### src/hdl/dzrs_pkg.sv
// shared types, constants and register indexes for the daily zone run sequencer
// used by every module under hdl; no dependencies
package dzrs_pkg;

  localparam int MAX_ZONES     = 8;
  localparam int DEFAULT_ZONES = 4;
  localparam int ZONE_W        = 4;
  localparam int MIN_W         = 8;

  localparam logic [7:0] HOUR_LIMIT   = 8'd23;
  localparam logic [7:0] HOUR_DEFAULT = 8'd6;
  localparam logic [7:0] MINUTE_LIMIT = 8'd59;
  localparam logic [7:0] MINUTES_MAX  = 8'd240;
  localparam logic [7:0] MASK_DAYS    = 8'h7F;
  localparam logic [5:0] SECOND_LIMIT = 6'd2;

  localparam logic [63:0] DURATIONS_RESET = 64'h0101_0101_0101_0101;

  typedef enum logic [2:0] {
    REG_ENABLE    = 3'd0,
    REG_HOUR      = 3'd1,
    REG_MINUTE    = 3'd2,
    REG_DAY_MASK  = 3'd3,
    REG_ZONES     = 3'd4,
    REG_DURATIONS = 3'd5
  } reg_idx_t;

  typedef struct packed {
    logic                              enable;
    logic [7:0]                        hour;
    logic [7:0]                        minute;
    logic [7:0]                        mask;
    logic [ZONE_W-1:0]                 count;
    logic [MAX_ZONES-1:0][MIN_W-1:0]   minutes;
  } cfg_t;

  typedef struct packed {
    logic       clk_ok;
    logic [2:0] weekday;
    logic [4:0] hour_now;
    logic [5:0] minute_now;
    logic [5:0] second_now;
    logic [9:0] year_now;
    logic [8:0] day_of_year;
    logic       zone_busy;
  } tick_t;

  typedef struct packed {
    logic              start_valid;
    logic [ZONE_W-1:0] start_zone;
    logic [MIN_W-1:0]  start_minutes;
    logic              run_in_progress;
    logic              run_done;
    logic [ZONE_W-1:0] upcoming_zone;
  } res_t;

endpackage

### src/hdl/dzrs_cfg.sv
// configuration registers with clamping applied on the way out
// depends on dzrs_pkg
module dzrs_cfg (
  input  logic                clk,
  input  logic                rst,
  input  logic                cfg_we,
  input  logic [2:0]          cfg_index,
  input  logic [63:0]         cfg_data,
  output dzrs_pkg::cfg_t      cfg,
  output logic                clr
);

  logic        enable;
  logic [7:0]  hour_reg;
  logic [7:0]  minute_reg;
  logic [7:0]  weekday_mask;
  logic [7:0]  zones_in_use;
  logic [63:0] zone_durations;

  always_ff @(posedge clk) begin
    if (rst) begin
      enable         <= 1'b0;
      hour_reg       <= dzrs_pkg::HOUR_DEFAULT;
      minute_reg     <= 8'd0;
      weekday_mask   <= dzrs_pkg::MASK_DAYS;
      zones_in_use   <= 8'(dzrs_pkg::DEFAULT_ZONES);
      zone_durations <= dzrs_pkg::DURATIONS_RESET;
    end else if (cfg_we) begin
      case (cfg_index)
        dzrs_pkg::REG_ENABLE:    enable         <= cfg_data[0];
        dzrs_pkg::REG_HOUR:      hour_reg       <= cfg_data[7:0];
        dzrs_pkg::REG_MINUTE:    minute_reg     <= cfg_data[7:0];
        dzrs_pkg::REG_DAY_MASK:  weekday_mask   <= cfg_data[7:0];
        dzrs_pkg::REG_ZONES:     zones_in_use   <= cfg_data[7:0];
        dzrs_pkg::REG_DURATIONS: zone_durations <= cfg_data;
        default: ;
      endcase
    end
  end

  always_comb begin
    case (cfg_index)
      dzrs_pkg::REG_ENABLE, dzrs_pkg::REG_HOUR, dzrs_pkg::REG_MINUTE,
      dzrs_pkg::REG_DAY_MASK, dzrs_pkg::REG_ZONES, dzrs_pkg::REG_DURATIONS:
        clr = cfg_we;
      default: clr = 1'b0;
    endcase
  end

  always_comb begin
    logic [7:0] m;
    cfg.enable = enable;
    cfg.hour   = (hour_reg > dzrs_pkg::HOUR_LIMIT) ? dzrs_pkg::HOUR_DEFAULT : hour_reg;
    cfg.minute = (minute_reg > dzrs_pkg::MINUTE_LIMIT) ? 8'd0 : minute_reg;
    cfg.mask   = weekday_mask & dzrs_pkg::MASK_DAYS;
    if (zones_in_use == 8'd0) begin
      cfg.count = dzrs_pkg::ZONE_W'(dzrs_pkg::DEFAULT_ZONES);
    end else if (zones_in_use > 8'(dzrs_pkg::MAX_ZONES)) begin
      cfg.count = dzrs_pkg::ZONE_W'(dzrs_pkg::MAX_ZONES);
    end else begin
      cfg.count = zones_in_use[dzrs_pkg::ZONE_W-1:0];
    end
    for (int i = 0; i < dzrs_pkg::MAX_ZONES; i++) begin
      m = zone_durations[i*8 +: 8];
      if (m == 8'd0) begin
        cfg.minutes[i] = 8'd1;
      end else if (m > dzrs_pkg::MINUTES_MAX) begin
        cfg.minutes[i] = dzrs_pkg::MINUTES_MAX;
      end else begin
        cfg.minutes[i] = m;
      end
    end
  end

endmodule

### src/hdl/dzrs_core.sv
// run state, daily trigger match and zone sequencing for one tick
// depends on dzrs_pkg; result is combinational, state updates on accept
module dzrs_core (
  input  logic                clk,
  input  logic                rst,
  input  logic                clr,
  input  logic                accept,
  input  dzrs_pkg::cfg_t      cfg,
  input  dzrs_pkg::tick_t     tick,
  output dzrs_pkg::res_t      res
);

  logic                        running, running_next;
  logic [dzrs_pkg::ZONE_W-1:0] next_index, next_index_next;
  logic                        trigger_seen, trigger_seen_next;
  logic [9:0]                  trigger_year, trigger_year_next;
  logic [8:0]                  trigger_day, trigger_day_next;

  logic go;
  logic same_day;
  logic hit;

  assign go       = cfg.enable & tick.clk_ok;
  assign same_day = trigger_seen && (trigger_year == tick.year_now) &&
                    (trigger_day == tick.day_of_year);
  assign hit      = cfg.mask[tick.weekday] && ({3'b000, tick.hour_now} == cfg.hour) &&
                    ({2'b00, tick.minute_now} == cfg.minute) &&
                    (tick.second_now <= dzrs_pkg::SECOND_LIMIT) && !same_day;

  always_comb begin
    running_next      = running;
    next_index_next   = next_index;
    trigger_seen_next = trigger_seen;
    trigger_year_next = trigger_year;
    trigger_day_next  = trigger_day;
    res.start_valid   = 1'b0;
    res.start_zone    = '0;
    res.start_minutes = '0;
    res.run_done      = 1'b0;
    if (go) begin
      if (running) begin
        if (!tick.zone_busy) begin
          if (next_index < cfg.count) begin
            res.start_valid   = 1'b1;
            res.start_zone    = next_index + 1'b1;
            res.start_minutes = cfg.minutes[next_index[2:0]];
            next_index_next   = next_index + 1'b1;
          end else begin
            running_next    = 1'b0;
            next_index_next = '0;
            res.run_done    = 1'b1;
          end
        end
      end else if (hit) begin
        trigger_seen_next = 1'b1;
        trigger_year_next = tick.year_now;
        trigger_day_next  = tick.day_of_year;
        running_next      = 1'b1;
        res.start_valid   = 1'b1;
        res.start_zone    = dzrs_pkg::ZONE_W'(1);
        res.start_minutes = cfg.minutes[0];
        next_index_next   = dzrs_pkg::ZONE_W'(1);
      end
    end
    res.run_in_progress = running_next;
    res.upcoming_zone   = (running_next && next_index_next < cfg.count) ?
                          next_index_next + 1'b1 : '0;
  end

  always_ff @(posedge clk) begin
    if (rst || clr) begin
      running      <= 1'b0;
      next_index   <= '0;
      trigger_seen <= 1'b0;
      trigger_year <= '0;
      trigger_day  <= '0;
    end else if (accept) begin
      running      <= running_next;
      next_index   <= next_index_next;
      trigger_seen <= trigger_seen_next;
      trigger_year <= trigger_year_next;
      trigger_day  <= trigger_day_next;
    end
  end

  // a started zone is always numbered from one and has nonzero minutes
  a_start_zone: assert property (@(posedge clk) disable iff (rst)
    res.start_valid |-> (res.start_zone != '0 && res.start_minutes != '0))
    else $error("zone start without zone number or minutes");

  // completion ends the run
  a_done_idle: assert property (@(posedge clk) disable iff (rst)
    res.run_done |-> (!res.run_in_progress && !res.start_valid))
    else $error("run done while run still active");

  // a write to a defined register index drops the run and the trigger record
  a_clear: assert property (@(posedge clk) disable iff (rst)
    clr |=> (!running && !trigger_seen && next_index == '0))
    else $error("state not cleared after register write");

  // an active run has started at least its first zone
  a_index: assert property (@(posedge clk) disable iff (rst)
    running |-> (next_index != '0 && next_index <= dzrs_pkg::ZONE_W'(dzrs_pkg::MAX_ZONES)))
    else $error("zone index out of range in active run");

endmodule

### src/hdl/daily_zone_run_sequencer.sv
// daily zone run sequencer: an accepted tick's result beat is registered, offered in the next cycle
// throughput one tick per cycle while m_tready keeps the output register draining; it refills on the cycle it drains
// one result beat per tick; set by the single compare and select path into the output register
// rst (synchronous) restores register defaults, clears the run and trigger record
// and empties the output register
// depends on dzrs_pkg, dzrs_cfg, dzrs_core
module daily_zone_run_sequencer (
  input  logic        clk,
  input  logic        rst,
  input  logic        s_tvalid,
  output logic        s_tready,
  // weekday, hour_now, minute_now, second_now, year_now, day_of_year, zone_busy
  input  logic [39:0] s_tdata,
  // clk_ok
  input  logic        s_tuser,
  output logic        m_tvalid,
  input  logic        m_tready,
  // start_zone, start_minutes, run_in_progress, upcoming_zone, zero fill
  output logic [23:0] m_tdata,
  // start_valid
  output logic        m_tuser,
  // run_done
  output logic        m_tlast,
  input  logic        cfg_we,
  input  logic [2:0]  cfg_index,
  input  logic [63:0] cfg_data
);

  dzrs_pkg::cfg_t  cfg;
  dzrs_pkg::tick_t tick;
  dzrs_pkg::res_t  res;
  dzrs_pkg::res_t  res_q;
  logic            clr;
  logic            accept;

  assign s_tready = !m_tvalid || m_tready;
  assign accept   = s_tvalid && s_tready;

  assign tick.clk_ok      = s_tuser;
  assign tick.weekday     = s_tdata[2:0];
  assign tick.hour_now    = s_tdata[7:3];
  assign tick.minute_now  = s_tdata[13:8];
  assign tick.second_now  = s_tdata[19:14];
  assign tick.year_now    = s_tdata[29:20];
  assign tick.day_of_year = s_tdata[38:30];
  assign tick.zone_busy   = s_tdata[39];

  dzrs_cfg u_cfg (
    .clk       (clk),
    .rst       (rst),
    .cfg_we    (cfg_we),
    .cfg_index (cfg_index),
    .cfg_data  (cfg_data),
    .cfg       (cfg),
    .clr       (clr)
  );

  dzrs_core u_core (
    .clk    (clk),
    .rst    (rst),
    .clr    (clr),
    .accept (accept),
    .cfg    (cfg),
    .tick   (tick),
    .res    (res)
  );

  always_ff @(posedge clk) begin
    if (rst) begin
      m_tvalid <= 1'b0;
    end else if (s_tready) begin
      m_tvalid <= s_tvalid;
    end
  end

  always_ff @(posedge clk) begin
    if (accept) begin
      res_q <= res;
    end
  end

  assign m_tdata = {7'b0, res_q.upcoming_zone, res_q.run_in_progress,
                    res_q.start_minutes, res_q.start_zone};
  assign m_tuser = res_q.start_valid;
  assign m_tlast = res_q.run_done;

endmodule

### config.mk
export PLATFORM = sky130hd
export DESIGN_NAME = daily_zone_run_sequencer
export DESIGN_NICKNAME = d
export VERILOG_FILES = /design/src/hdl/dzrs_pkg.sv /design/src/hdl/dzrs_cfg.sv /design/src/hdl/dzrs_core.sv /design/src/hdl/daily_zone_run_sequencer.sv
export SDC_FILE = /design/constraint.sdc
export NUM_CORES = 1
export LEC_CHECK = 0
export BUFFER_PORTS_ARGS = -buffer_cell sky130_fd_sc_hd__buf_4
export CORE_UTILIZATION = 40
export CTS_CLUSTER_DIAMETER = 80
export CTS_CLUSTER_SIZE = 28
export DETAILED_ROUTE_END_ITERATION = 7
export PLACE_DENSITY_LB_ADDON = 0.25
export SLEW_MARGIN = 40
export SYNTH_ARGS = -nofsm -noshare
export SYNTH_HDL_FRONTEND = slang
export SYNTH_SLANG_ARGS = --single-unit
### constraint.sdc
create_clock -name clk -period 3.88 [get_ports clk]
set_input_delay 0.194 -clock clk [delete_from_list [all_inputs] [get_ports clk]]
set_output_delay 0.194 -clock clk [all_outputs]
set_load 0.01 [all_outputs]
Word level (Yosys, flattened, before mapping)
Cells that the tools add are included.
W data, S select, Z words.

cells by class
  $add $sub $neg = 2
  multipliers = 0
  div/mod/pow operators = 0
  $lt $le $gt $ge = 16
  equality and inequality tests = 9
  shift operators = 0
  muxes and demuxes = 40
  bitwise gates (word level) = 3
  reductions and logical operators = 31

operators with widths
  kind                   number
  $mux W8                19
  $logic_not A8 Y1       9
  $gt A8 B8 Y1 const B   8
  $mux W13               4
  $mux W4                7
  $bmux W8 S3            1
  $reduce_and A2 Y1      6
  $eq A10 B10 Y1         1
  $eq A9 B9 Y1           1
  $add A4 B1 Y4 const B  2
  $eq A5 B8 Y1           1
  $eq A6 B8 Y1           1
  $gt A8 B4 Y1 const B   1
  $gt A8 B5 Y1 const B   1
  $gt A8 B6 Y1 const B   1
  $logic_and A1 B1 Y1    8
  $lt A3 B4 Y1 const B   2
  $lt A4 B4 Y1           2
  $mux W1                8
  $eq A3 B2 Y1 const B   2
  $eq A3 B3 Y1 const B   2
  $le A6 B2 Y1 const B   1
  $reduce_or A6 Y1       1
  $reduce_and A4 Y1      1
  8 further kinds        11

word-level totals
  bits in registers = 141
  latch bits = 0
  memory bits (writable) = 0
  memory bits (read-only) = 0
  bits of input ports = 113
  output and inout port bits = 28
  word-level logic and storage cells = 119
  memories kept = 0

Longest topological paths before layout
Gate-level depths: netlist (run 1).

  word-level depth = 12
  gate-level depth with buffers = 15
  gate-level depth less buffers = 15

Cells and area by module
A second synthesis (run 1) with hierarchy kept.

second synthesis, totals
  cells, all modules = 849
  area total of the unflattened synthesis = 7409.6 sq um

modules (own cells, without submodules)
  module                    instances  cells an instance  area an instance (sq um)
  dzrs_cfg                  1          537                4242.8
  dzrs_core                 1          280                2484.9
  daily_zone_run_sequencer  1          32                 681.9

Worst setup path before layout (run 1)
No wires, ideal clock.

  path type = register to register
  from = register u_cfg.zones_in_use[3]
  to = register res_q (netlist bit m_tdata[16]), data pin
  library setup time = 132 ps
  data arrival time = 3803 ps
  setup slack = -55 ps
  stages on the path, launching flop included = 16
  path buffers = 0
  cell sequence = dfxtp_1 or3_1 nor3_1 o21ai_0 ha_1 and3_1 o21ai_1 a31o_2 a221oi_1 nor2b_1 a221o_1 ha_1 and3_1 o31ai_1 and4b_1 and3b_1

on the way
  cells in the longest elaborated chain, start to end = 10
  elaborated cells between the ends (all ways) = 16
  classes of those cells = 1 x add/sub; 3 x order compare; 10 x mux; 2 x reduce/logical

RTL lines
  what                                 line                            source
  from (decl)                          dzrs_cfg.sv:17                  logic [7:0] zones_in_use;
  from (signal assigned)               dzrs_cfg.sv:26                  zones_in_use <= 8'(dzrs_pkg::DEFAULT_ZONES);
  from (signal assigned)               dzrs_cfg.sv:34                  dzrs_pkg::REG_ZONES: zones_in_use <= cfg_data[7:0];
  $gt A8 B4 Y1                         dzrs_cfg.sv:58                  end else if (zones_in_use > 8'(dzrs_pkg::MAX_ZONES)) begin
  $mux W4                              dzrs_cfg.sv:58
  $mux W4 (*)                          dzrs_cfg.sv:56                  if (zones_in_use == 8'd0) begin
  $lt A4 B4 Y1 (*)                     dzrs_core.sv:43                 if (next_index < cfg.count) begin
  $mux W4 (*)                          dzrs_core.sv:43
  $mux W4 (*)                          dzrs_core.sv:42                 if (!tick.zone_busy) begin
  $mux W4 (*)                          dzrs_core.sv:41                 if (running) begin
  $mux W4 (*)                          dzrs_core.sv:40                 if (go) begin
  net u_core.next_index_next, one bit  dzrs_core.sv:14                 logic [dzrs_pkg::ZONE_W-1:0] next_index, next_index_next;
  $lt A4 B4 Y1                         dzrs_core.sv:66                 res.upcoming_zone = (running_next && next_index_next < cfg.count) ?
  $logic_and A1 B1 Y1                  dzrs_core.sv:66
  to (signal assigned)                 daily_zone_run_sequencer.sv:78  res_q <= res;
  to (decl)                            daily_zone_run_sequencer.sv:32  dzrs_pkg::res_t res_q;

The timed path passes the listed nets; every way through them passes the cells marked *.
A chain may end at the register's enable or synchronous reset.

Final worst setup path (run 1)
  from = register u_cfg.zones_in_use[5]
  to = register res_q (netlist bit m_tdata[16]), data pin

The elaborated chain is that of the path after synthesis.

==> results of run 1 <==
[metal layers]
| metal | part of all wire [%] | track usage, % | vias to the layer above |
|---|---|---|---|
| met3 | 6.5 | 4.91 | 35 |
| li1 | - | - | 3171 |
| met1 | 45 | 28.1 | 2982 |
| met4 | 1.8 | 6.57 | 0 |
| met5 | 0 | 0 | - |
| met2 | 46 | 32.4 | 214 |
[logic make-up (layout without fill, tap and decap cells)]
kind of cell	after synthesis	in the layout
AND/OR/NAND/NOR	358	358
adder cells (fa/ha/maj)	8	8
flip-flops	141	141
multiplexers	42	42
buffers and inverters	69	205
XOR/XNOR	25	25
other	1	7
AO/OA/AOI/OAI	180	180
[what timing repair did]
item,CTS,global route
gates resized for setup,3,10
setup endpoints to repair,4,4
pin swaps,0,11
hold buffers,7,0
buffers inserted,0,3
hold endpoints to repair,7,0
gates cloned,0,0
[per-stage QoR]
stage | cell area (sq um) | setup slack (ns)
4_1_cts | 8820 | 0.0422
6_report | 8900 | 0.0951
3_5_place_dp | 8130 | -0.0818
5_1_grt | 8900 | -0.0302
2_1_floorplan | 6960 | 0.0827
3_3_place_gp | 8120 | 0.0575
[synthesized netlist by cell type (5+ instances only)]
| library cell | count |
|---|---|
| a221oi_1 | 7 |
| edfxtp_1 | 19 |
| a22oi_1 | 7 |
| a41oi_1 | 5 |
| inv_1 | 17 |
| o21ai_0 | 11 |
| a21o_1 | 6 |
| nor2b_1 | 6 |
| nor3_1 | 7 |
| mux4_2 | 9 |
| nand3b_1 | 17 |
| xnor2_1 | 23 |
| and2_1 | 10 |
| nand3_1 | 15 |
| a21oi_1 | 99 |
| nand4_1 | 15 |
| ha_1 | 8 |
| nand2_1 | 188 |
| dfxtp_1 | 122 |
| mux2i_1 | 32 |
| nor4_1 | 11 |
| nor2_1 | 61 |
| a211oi_1 | 9 |
| clkbuf_1 | 42 |
| buf_4 | 7 |
[area by class of cell]
| type | count | area, sq um |
|---|---|---|
| multi-input cells | 620 | 3750 |
| flip-flops and latches | 141 | 3010 |
| clock inverters | 12 | 134 |
| inverters | 17 | 63.8 |
| clock buffers | 20 | 467 |
| fillers | 1594 | 7860 |
| well taps | 220 | 275 |
| repair buffers | 156 | 1190 |
[power groups by stage]
stage,Sequential (W),Clock [W],Combinational (W)
after floorplan,0.00157,0,0.000148
after global placement,0.00157,0,0.000302
after detailed placement,0.00157,0,0.000306
after CTS,0.00154,0.00167,0.000314
after global routing,0.00154,0.00173,0.000355
final,0.00154,0.00163,0.000323
[how the worst max path moves through the flow]
stage | cells past startpoint | slack [ns] | to
2_1_floorplan | 15 | 0.08 | m_tdata[16]
3_3_place_gp | 15 | 0.06 | m_tdata[16]
3_5_place_dp | 15 | -0.08 | m_tdata[16]
4_1_cts | 15 | 0.04 | m_tdata[16]
5_1_grt | 15 | -0.03 | m_tdata[16]
6_report | 15 | 0.1 | m_tdata[16]
[worst max-delay path: stages, from the launching register on]
cell and delay, ns:
dfxtp_1 0.31, or3_4 0.41, nor3_4 0.23, nand2_1 0.14
ha_1 0.29, and3_4 0.17, o21ai_2 0.08, a31o_2 0.23
a221oi_4 0.30, nor2b_1 0.07, a221o_1 0.39, ha_4 0.29
and3_4 0.17, o31ai_1 0.06, and4b_1 0.22, and3b_1 0.18
==> results.rst, run 1 <==
.. list-table::
   :header-rows: 1

   * - Metric
     - Value
   * - Highest Clock Rate
     - 264 MHz
   * - Leakage power summed over all cells
     - 3.29 nW
   * - Clk sinks
     - 141
   * - Share of post-route cells with drive strength above 1
     - 22.4%
   * - Maximum vdd drop
     - 0.000319 V
   * - Overall die area
     - 17900 sq um
   * - GR Util All Layers
     - 20.7%
   * - Launch point of the worst reg-to-reg path
     - u_cfg.zones_in_use[5]
   * - Cell types with the largest area share after synthesis
     - dfxtp_1 35%, nand2_1 10%, edfxtp_1 8.2%
   * - Commonest register cell after synthesis
     - dfxtp_1
   * - Number of vias in the routed layout
     - 6402
   * - Number of flip-flops under the largest register name
     - 64
   * - Total Routed Length
     - 18100 um
   * - Hold Violations, Final
     - 0
   * - Worst Hold Path Cells
     - 3
   * - Outcome
     - finished clean
   * - Area share of the leading cell type in the synthesized netlist
     - 35.3%
   * - X dimension of the die
     - 134 um
   * - Vias in the first global route
     - 5883
   * - Placed cell count
     - 1144
   * - Number of endpoints failing setup at the final stage
     - 0
   * - Layout-stage area growth over the synthesis result
     - 28.5%
   * - Clock tree from TritonCTS
     - yes
   * - Synthesized-area fraction occupied by ao, oa, aoi and oai cells
     - 16.2%
   * - Worst Reg2Reg Path Length in Cells
     - 15
   * - Worst slew pin tran
     - 0.747 ns
   * - Cell Area, Synth
     - 6930 sq um
   * - Switch share
     - 23.4%
   * - XOR/XNOR share of the synthesized area
     - 3.16%
   * - Detailed placer's ending HPWL
     - 12800 um
   * - Antenna violations before repair
     - 0
   * - Max Buffers Root-to-Sink
     - 2
   * - Class of the tightest hold or removal check
     - input port to register
   * - Top Ports
     - 141
   * - Final hold slack
     - 0.0171 ns
   * - Synth area leader
     - dfxtp_1
   * - Number of buffers inserted during clock tree synthesis
     - 17
   * - Clock tree skew after final layout
     - 0.00910 ns
   * - Pint
     - 0.00268 W
   * - Clock insertion delay at the later pin of the skew report
     - 0.42 ns
   * - Total iterations of the first detailed-routing run
     - 5
   * - Initial core utilization
     - 41.3%
   * - Non-filler instance count after layout
     - 1186
   * - Grt total ovfl
     - 0
   * - TNS Setup
     - 0 ns
   * - Sequential power share
     - 44.1%
   * - Endpoint with the worst hold slack
     - u_cfg.zone_durations[31]
   * - Hold Path Origin
     - cfg_data[31]
   * - Worst path required time
     - 4.05 ns
   * - WL per Instance
     - 15.2 um
   * - Endpoint of the lowest-slack register-to-register path
     - m_tdata[16]
   * - Total power of the final layout
     - 0.00350 W
   * - Count of standard-cell rows
     - 47
   * - Deepest level of the CTS H-tree
     - 4
   * - CTS Root Buffer Type
     - clkbuf_16
   * - Syn Inst Count
     - 824
   * - Endpoint kind of the worst setup timing path
     - register
   * - Share of power burned in the clock network
     - 46.7%
   * - Count of nets after finishing
     - 1074
   * - Register area share after synthesis
     - 43.5%
   * - Adder-Cell Fraction of Synth Area
     - 1.44%
   * - Post-layout minimum cycle time
     - 3.78 ns
   * - Leading cell types in the layout, fill and taps excluded
     - 188 x nand2_1, 148 x buf_4, 122 x dfxtp_1, 98 x a21oi_1, 60 x nor2_1
   * - Die Span Y
     - 134 um
   * - Final core utilization
     - 53.1%
   * - Power density over the cells
     - 393 nW/um^2
   * - DRC
     - 0
   * - Combinational group share of total power
     - 9.2%
   * - Critical path launch point
     - u_cfg.zones_in_use[5]
   * - Area of the core
     - 16800 sq um
   * - Register with the most flip-flops
     - u_cfg.zone_durations
   * - Worst-path maximum fanout
     - 4
   * - Psw
     - 0.000819 W
   * - Final weighted congestion of routability-driven global placement
     - 0.928
   * - Via-per-instance ratio
     - 5.40
   * - Diode insertion count for antenna repair
     - 0
   * - Startpoint kind of the worst setup timing path
     - register
   * - Register bit count reported by yosys
     - 141
   * - Post-route ant nets
     - 0
   * - Proportion of synthesized flip-flops having asynchronous set or reset
     - 0%
   * - Clock edge transition at the registers on the reported setup and hold paths
     - 0.06 ns
   * - Syn Area/Cell
     - 8.41 sq um
   * - Tightest slew margin relative to the limit
     - 49.9%
   * - FF-to-FF setup slack
     - 0.1 ns
   * - Main combinational cell family by area after synthesis
     - simple AND/OR/NAND/NOR gates
   * - Count of synthesis-stage warnings from yosys
     - 0
   * - Worst path arrival time
     - 3.96 ns
   * - Number of DRC violations after detailed-routing iteration 0
     - 432
   * - Final slew viol count
     - 0
   * - Leading cell type in the layout, fill and taps excluded
     - nand2_1
   * - Count of flip-flops with a built-in enable after synthesis
     - 19
   * - Unique cell type count in the Yosys netlist
     - 65
   * - Wire length of the first global-routing pass
     - 29300 um
   * - Share of the clock period used by the worst path after layout
     - 97.5%
   * - Class of the most critical setup path
     - register to register
   * - Number of max-cap violations
     - 0
   * - Share of synthesized area spent on multiplexers
     - 7.71%
   * - Area fraction in and, or, nand and nor cells after synthesis
     - 23.8%
   * - Port-buffer cells
     - 133
   * - Largest net degree at the start of global routing
     - 98
Power figures use the tool's default switching activity.
==> run 2: changes to the inputs <==
- SYNTH_HIERARCHICAL: default -> 1
==> run 2 against run 1 <==
The flow now finishes with violations (design-rule violations). Register-to-register slack gained 0.20 ns. Total power grew 1.6%. First-iteration DRC count grew 13%. Synthesized area grew 7.0%. Setup slack gained 0.20 ns. Critical path type unchanged. Die area grew 6.8%. Global-route usage shrank 1.6 points. Clock skew shrank 0.0023 ns. Count of clock-buffer cells in the layout grew 2. Fmax grew 5.5%. Combinational power shrank 7.7%.
==> results.rst, run 2 <==
.. list-table::
   :header-rows: 1

   * - Metric
     - Value
   * - Worst path required time
     - 4.15 ns (+0.10 ns)
   * - Port-buffer cells
     - 133 (unchanged)
   * - Proportion of synthesized flip-flops having asynchronous set or reset
     - 0% (unchanged)
   * - Non-filler instance count after layout
     - 1173 (-1.1%)
   * - Class of the tightest hold or removal check
     - input port to register
   * - Area share of the leading cell type in the synthesized netlist
     - 33.0% (-2.3 points)
   * - Register with the most flip-flops
     - u_cfg/zone_durations
   * - Count of nets after finishing
     - 1052 (-2.0%)
   * - Startpoint kind of the worst setup timing path
     - register
   * - Syn Inst Count
     - 849 (+3.0%)
   * - Number of buffers added for setup after CTS
     - 0 (unchanged)
   * - Worst slew pin tran
     - 0.794 ns (+0.0478 ns)
   * - Final slew viol count
     - 0 (unchanged)
   * - GR Util All Layers
     - 19.1% (-1.6 points)
   * - Number of vias in the routed layout
     - 5988 (-6.5%)
   * - Cell types with the largest area share after synthesis
     - dfxtp_1 33%, edfxtp_1 7.7%, nand2_1 6.4%
   * - Clock edge transition at the registers on the reported setup and hold paths
     - 0.06 ns (about the same)
   * - Unique cell type count in the Yosys netlist
     - 62 (-4.6%)
   * - Deepest level of the CTS H-tree
     - 4 (unchanged)
   * - Total iterations of the first detailed-routing run
     - 7 (+2)
   * - Number of endpoints failing setup at the final stage
     - 0 (unchanged)
   * - Diode insertion count for antenna repair
     - 0 (unchanged)
   * - Setup repair after global routing missed its margin
     - no
   * - Via-per-instance ratio
     - 5.10 (-5.4%)
   * - Syn Area/Cell
     - 8.73 sq um (+3.8%)
   * - Number of buffers inserted during clock tree synthesis
     - 17 (unchanged)
   * - Share of the clock period used by the worst path after layout
     - 92.5% (-5.1 points)
   * - Top-count cell post-synth
     - nand2_1
   * - Commonest register cell after synthesis
     - dfxtp_1
   * - Class of the most critical setup path
     - register to register
   * - TNS Setup
     - 0 ns (unchanged)
   * - Register bit count reported by yosys
     - 141 (unchanged)
   * - CTS Root Buffer Type
     - clkbuf_16
   * - Power density over the cells
     - 396 nW/um^2 (+0.77%)
   * - Leakage power summed over all cells
     - 3.39 nW (+2.9%)
   * - Number of DRC violations after detailed-routing iteration 0
     - 488 (+13%)
   * - Max Buffers Root-to-Sink
     - 2 (unchanged)
   * - Initial core utilization
     - 41.0% (-0.37 points)
   * - Worst-path maximum fanout
     - 5 (+1)
   * - Register area share after synthesis
     - 40.7% (-2.8 points)
   * - Placed cell count
     - 1138 (-0.52%)
   * - Cell Area, Synth
     - 7410 sq um (+7.0%)
   * - Area of the core
     - 18100 sq um (+7.9%)
   * - Largest net degree at the start of global routing
     - 81 (-17%)
   * - Count of synthesis-stage warnings from yosys
     - 6 (+6)
   * - Post-layout minimum cycle time
     - 3.59 ns (-0.197 ns)
   * - Top Ports
     - 141 (unchanged)
   * - Worst path arrival time
     - 3.86 ns (-0.10 ns)
   * - Die Span Y
     - 138 um (+3.4%)
   * - Number of max-cap violations
     - 0 (unchanged)
   * - Antenna violations before repair
     - 0 (unchanged)
   * - Clock tree from TritonCTS
     - yes
   * - Layout-stage area growth over the synthesis result
     - 21.1%
   * - Overall die area
     - 19100 sq um (+6.8%)
   * - Outcome
     - finished, violations left
   * - Tightest slew margin relative to the limit
     - 47.0% (-2.9 points)
   * - Synth area leader
     - dfxtp_1
   * - Grt total ovfl
     - 0 (unchanged)
   * - Count of standard-cell rows
     - 49 (+4.3%)
   * - Clock tree skew after final layout
     - 0.00682 ns (-0.00228 ns)
   * - Highest Clock Rate
     - 279 MHz (+5.5%)
   * - Total Routed Length
     - 17900 um (-1.1%)
   * - Clk sinks
     - 141 (unchanged)
   * - Leading cell types in the layout, fill and taps excluded
     - 141 x buf_4, 127 x nand2_1, 122 x dfxtp_1, 87 x nor2_1, 67 x a21oi_1
   * - Vias in the first global route
     - 5675 (-3.5%)
   * - WL per Instance
     - 15.2 um (about the same)
   * - DRC
     - 20 (+20)
   * - Wire length of the first global-routing pass
     - 29000 um (-0.90%)
   * - X dimension of the die
     - 138 um (+3.4%)
   * - Maximum vdd drop
     - 0.000339 V (+6.2%)
   * - Endpoint kind of the worst setup timing path
     - register
   * - Leading cell type in the layout, fill and taps excluded
     - buf_4
   * - Hold Violations, Final
     - 0 (unchanged)
   * - Clock insertion delay at the later pin of the skew report
     - 0.42 ns (about the same)
   * - Post-route ant nets
     - 0 (unchanged)
   * - Leading post-synthesis cells by instance count
     - 127 x nand2_1, 122 x dfxtp_1, 87 x nor2_1
   * - Detailed placer's ending HPWL
     - 12900 um (+0.85%)
   * - Share of post-route cells with drive strength above 1
     - 24.0% (+1.7 points)
   * - Count of flip-flops with a built-in enable after synthesis
     - 19 (unchanged)
   * - Number of flip-flops under the largest register name
     - 64 (unchanged)
   * - Violated checks
     - design-rule violations
   * - Final weighted congestion of routability-driven global placement
     - 0.850 (-8.4%)
## run 2: changes by cell type after synthesis, sizes merged, moves of 10 or more
cell / before / now
nor2: 61 / 87
mux2: 1 / 17
mux2i: 32 / 44
nand3b: 17 / 1
xor2: 2 / 14
buf: 10 / 41
nand2b: 4 / 14
and2: 10 / 36
nor3: 7 / 28
a21oi: 99 / 82
nand2: 188 / 127
clkbuf: 42 / 52
## run 2: power breakdown
| part | switching [W] | total, W | internal [W] |
|---|---|---|---|
| sequential | 0.0000250 | 0.00154 | 0.00151 |
| clock | 0.000608 | 0.00172 | 0.00111 |
| combinational | 0.000147 | 0.000298 | 0.000150 |
## run 2: cell families (layout without fill, tap and decap cells)
logic type      count (synthesis)  after routing  share of synthesized area (%)
compound gates                131            131                           11.5
xor+xnor                       33             33                           3.90
fa+ha+maj                       8              8                           1.35
buf+inv                       101            185                           7.28
flops                         141            141                           40.7
mux                            71             71                           11.6
other cells                     2             13                          0.101
simple gates                  362            362                           23.6
## run 2: layout make-up
cell class	count	area [sq um]
repair buffers	145	1100
clock inverters	10	160
fillers	1759	9110
flip-flops and latches	141	3010
clock buffers	22	464
multi-input cells	618	3920
well taps	229	287
inverters	8	30.0
## run 2: repair_timing
item / 4_1_cts / 5_1_grt
gates resized for setup: 0 / 2
hold endpoints to repair: 3 / 0
hold buffers: 3 / 0
endpoints found under the setup margin: 0 / 4
## run 2: routing by layer
metal / GRT usage [%] / wire (um) / vias up / part of all wire (%)
li1: - / - / 3067 / -
met2: 29.1 / 8010 / 132 / 45
met3: 4.40 / 848 / 19 / 4.7
met4: 6.56 / 249 / 0 / 1.4
met1: 26.7 / 8770 / 2770 / 49
met5: 0 / 0 / - / 0
## run 2: per-stage QoR
step / instance area, sq um / hold slack, ns / util (%) / power [W] / setup WS [ns]
global placement: 8300 / 0.411 / 45.9 / 0.00186 / 0.292
floorplan: 7450 / 0.256 / - / 0.00172 / 0.449
detailed placement: 8310 / 0.423 / 45.9 / 0.00186 / 0.213
finish: 8970 / 0.0152 / 49.6 / 0.00355 / 0.293
global route: 8970 / 0.00976 / 49.6 / 0.00369 / 0.0191
CTS: 8960 / 0.000583 / 49.6 / 0.00358 / 0.174
## run 2: path summary, 6_finish.rpt
| kind | from | endpoint | slack (ns) | cells after the start |
|---|---|---|---|---|
| max reg2reg | u_cfg/hour_reg[7] | m_tdata[13] | 0.29 | 14 |
| max | u_cfg/hour_reg[7] | m_tdata[13] | 0.29 | 14 |
| min reg2reg | u_cfg/zone_durations[51] | u_cfg/zone_durations[51] | 0.47 | 2 |
| min | cfg_data[40] | u_cfg/zone_durations[40] | 0.02 | 3 |
## run 2: worst max-delay path: stages, from the launching register on
cell,delay (ns)
dfxtp_1,0.31
or3_1,0.41
a21oi_2,0.17
nand2b_1,0.09
xnor2_1,0.20
nand4_1,0.12
or4_4,0.54
a211oi_2,0.29
o211ai_2,0.20
ha_1,0.34
a21o_1,0.19
a21oi_1,0.14
o211ai_1,0.11
a21oi_2,0.16
nor2b_1,0.16
==> run 3: changes to the inputs <==
- CORE_MARGIN: default -> 2
- CTS_CLUSTER_SIZE: 28 -> default
==> run 3 against run 2 <==
The flow still finishes with violations (design-rule violations). Fmax about the same. Total power decreased by 5.1%. Clock power decreased by 10%. First-iteration DRC count decreased by 24%. Worst hold slack got worse by 0.0040 ns. Setup slack got worse by 0.0024 ns. Via count increased by 0.63%. Non-clock buffer count increased by 3. Cell count increased by 0.26%. Critical path type unchanged. Critical endpoint is now m_tdata[16].
==> results.rst, run 3 (synthesized netlist as in run 2, its figures left out) <==
.. list-table::
   :header-rows: 1

   * - Metric
     - Value
   * - Worst path required time
     - 4.17 ns (+0.02 ns)
   * - Leading cell types in the layout, fill and taps excluded
     - 141 x buf_4, 127 x nand2_1, 122 x dfxtp_1, 87 x nor2_1, 66 x a21oi_1
   * - Count of standard-cell rows
     - 49 (unchanged)
   * - Clk sinks
     - 141 (unchanged)
   * - Share of post-route cells with drive strength above 1
     - 24.5% (+0.45 points)
   * - Vias in the first global route
     - 5691 (+0.28%)
   * - Diode insertion count for antenna repair
     - 0 (unchanged)
   * - Class of the tightest hold or removal check
     - input port to register
   * - Number of endpoints failing setup at the final stage
     - 0 (unchanged)
   * - Number of DRC violations after detailed-routing iteration 0
     - 373 (-24%)
   * - Area of the core
     - 18100 sq um (unchanged)
   * - Clock edge transition at the registers on the reported setup and hold paths
     - 0.06 ns (about the same)
   * - Met2 track demand over resource in global routing
     - 28.5% (-0.51 points)
   * - Power density over the cells
     - 377 nW/um^2 (-4.7%)
   * - Highest-utilization routing layer at the global route stage
     - met2
   * - Psw
     - 0.000814 W (+4.2%)
   * - Combinational group share of total power
     - 8.9% (+0.5 points)
   * - Largest net degree at the start of global routing
     - 82 (+1.2%)
   * - Grt total ovfl
     - 0 (unchanged)
   * - Worst slew pin tran
     - 0.682 ns (-0.112 ns)
   * - Register with the most flip-flops
     - u_cfg/zone_durations
   * - Pint
     - 0.00256 W (-7.7%)
   * - Met1 Track Usage GR
     - 26.0% (-0.75 points)
   * - Clock tree skew after final layout
     - 0.00725 ns (+0.000433 ns)
   * - Share of power burned in the clock network
     - 45.6% (-2.8 points)
   * - Worst path arrival time
     - 3.88 ns (+0.02 ns)
   * - GR Util All Layers
     - 18.6% (-0.57 points)
   * - Final slew viol count
     - 0 (unchanged)
   * - Placed cell count
     - 1138 (unchanged)
   * - Leakage power summed over all cells
     - 3.36 nW (-0.76%)
   * - X dimension of the die
     - 140 um (+1.4%)
   * - Highest Clock Rate
     - 279 MHz (about the same)
   * - Wire length of the first global-routing pass
     - 29100 um (+0.31%)
   * - Antenna violations before repair
     - 0 (unchanged)
   * - FF/Latch Area
     - 3010 sq um (unchanged)
   * - Worst Hold Path Cells
     - 3 (unchanged)
   * - Total iterations of the first detailed-routing run
     - 8 (+1)
   * - Outcome
     - finished, violations left
   * - Min setup slack post-route
     - 0.290 ns (-0.00242 ns)
   * - Worst Reg2Reg Path Length in Cells
     - 14 (unchanged)
   * - Deepest level of the CTS H-tree
     - 4 (unchanged)
   * - Via-per-instance ratio
     - 5.12 (+0.38%)
   * - Max Buffers Root-to-Sink
     - 2 (unchanged)
   * - Top Ports
     - 141 (unchanged)
   * - Final weighted congestion of routability-driven global placement
     - 0.840 (-1.2%)
   * - Startpoint kind of the worst setup timing path
     - register
   * - DRC
     - 10 (-50%)
   * - Total area of multi-input combinational cells
     - 3920 sq um (-0.13%)
   * - Share of the clock period used by the worst path after layout
     - 92.5% (about the same)
   * - Maximum vdd drop
     - 0.000314 V (-7.1%)
   * - Endpoint kind of the worst setup timing path
     - register
   * - Worst-path maximum fanout
     - 5 (unchanged)
   * - TNS Setup
     - 0 ns (unchanged)
   * - Post-route ant nets
     - 0 (unchanged)
   * - Layout-stage area growth over the synthesis result
     - 20.7%
   * - Number of max-cap violations
     - 0 (unchanged)
   * - Port-buffer cells
     - 133 (unchanged)
   * - CTS Root Buffer Type
     - clkbuf_16
   * - Number of buffers inserted during clock tree synthesis
     - 17 (unchanged)
   * - Hold Violations, Final
     - 0 (unchanged)
   * - Clock tree from TritonCTS
     - yes
   * - Met3 global-route usage
     - 4.51% (+0.11 points)
   * - Leading cell type in the layout, fill and taps excluded
     - buf_4
   * - Number of flip-flops under the largest register name
     - 64 (unchanged)
   * - Number of vias in the routed layout
     - 6026 (+0.63%)
   * - Class of the most critical setup path
     - register to register
   * - Clock insertion delay at the later pin of the skew report
     - 0.42 ns (about the same)
   * - Filler Cells Inserted
     - 1788 (+1.6%)
   * - Non-filler instance count after layout
     - 1176 (+0.26%)
   * - Overall die area
     - 19600 sq um (+2.9%)
   * - Detailed placer's ending HPWL
     - 13000 um (+0.84%)
   * - Post-layout minimum cycle time
     - 3.59 ns (+0.00242 ns)
   * - Violated checks
     - design-rule violations
   * - WL per Instance
     - 15.3 um (about the same)
   * - Count of nets after finishing
     - 1055 (+0.29%)
   * - Tightest slew margin relative to the limit
     - 53.9% (+6.9 points)
   * - Total Routed Length
     - 17900 um (+0.32%)
   * - Worst-case setup slack after placement
     - 0.218 ns (+0.00527 ns)
   * - Initial core utilization
     - 41.0% (unchanged)
   * - Switch share
     - 24.1% (+2.1 points)
   * - Final hold slack
     - 0.0111 ns (-0.00404 ns)
   * - Sequential power share
     - 45.5% (+2.3 points)
   * - Die Span Y
     - 140 um (+1.4%)
   * - Setup repair after global routing missed its margin
     - no
-- run 3: cell types whose count changed in the layout (fill, tap and decap cells not counted), sizes merged --
cell,before,now
dlygate4sd3,3,5
clkinvlp,0,3
buf,142,143
clkinv,4,7
bufinv,4,1
clkbuf,22,18
inv,10,11
-- run 3: final timing paths --
path	start	endpoint	slack (ns)
min reg2reg	u_cfg/zone_durations[49]	u_cfg/zone_durations[49]	0.47
min	cfg_data[30]	u_cfg/zone_durations[30]	0.01
max reg2reg	u_cfg/hour_reg[7]	m_tdata[16]	0.29
max	u_cfg/hour_reg[7]	m_tdata[16]	0.29
-- run 3: metrics by stage --
step	cell area, sq um	power [W]	utilization [%]
2_1_floorplan	7450	0.00172	-
3_3_place_gp	8300	0.00186	45.9
3_5_place_dp	8300	0.00186	45.9
4_1_cts	8910	0.00340	49.3
5_1_grt	8940	0.00350	49.4
6_report	8940	0.00337	49.4
-- run 3: metal layers --
layer	part of all wire, %	vias up
met5	0	-
met4	1.2	0
met3	5.5	18
met2	44	148
met1	49	2782
li1	-	3078
-- run 3: power groups by stage --
stage	clock [W]	sequential [W]	combinational [W]
floorplan	0	0.00156	0.000161
global placement	0	0.00157	0.000292
detailed placement	0	0.00157	0.000294
CTS	0.00157	0.00153	0.000300
global route	0.00163	0.00154	0.000330
finish	0.00154	0.00153	0.000300
-- run 3: critical path, stage by stage (launching register included) --
cell and delay (ns):
dfxtp_1 0.30, or3_1 0.41, a21oi_2 0.17, nand2b_1 0.09
xnor2_1 0.21, nand4_1 0.11, or4_4 0.54, a211oi_2 0.32
o211ai_2 0.20, ha_1 0.34, a21o_1 0.18, a21oi_1 0.14
o211ai_1 0.12, a21oi_2 0.15, and3b_1 0.18
-- run 3: repair_timing --
| item | in CTS | in global routing |
|---|---|---|
| gates resized for setup | 0 | 2 |
| setup buffers | 0 | 0 |
| endpoints found under the hold margin | 5 | 0 |
| hold buffers | 5 | 0 |
| setup endpoints to repair | 0 | 4 |
-- run 3: layout make-up --
class	instances	area share [%]
clock inverters	14	1.33
multi-input cells	618	43.8
flip-flops and latches	141	33.7
well taps	229	3.20
clock buffers	18	4.91
repair buffers	148	12.7
inverters	8	0.336
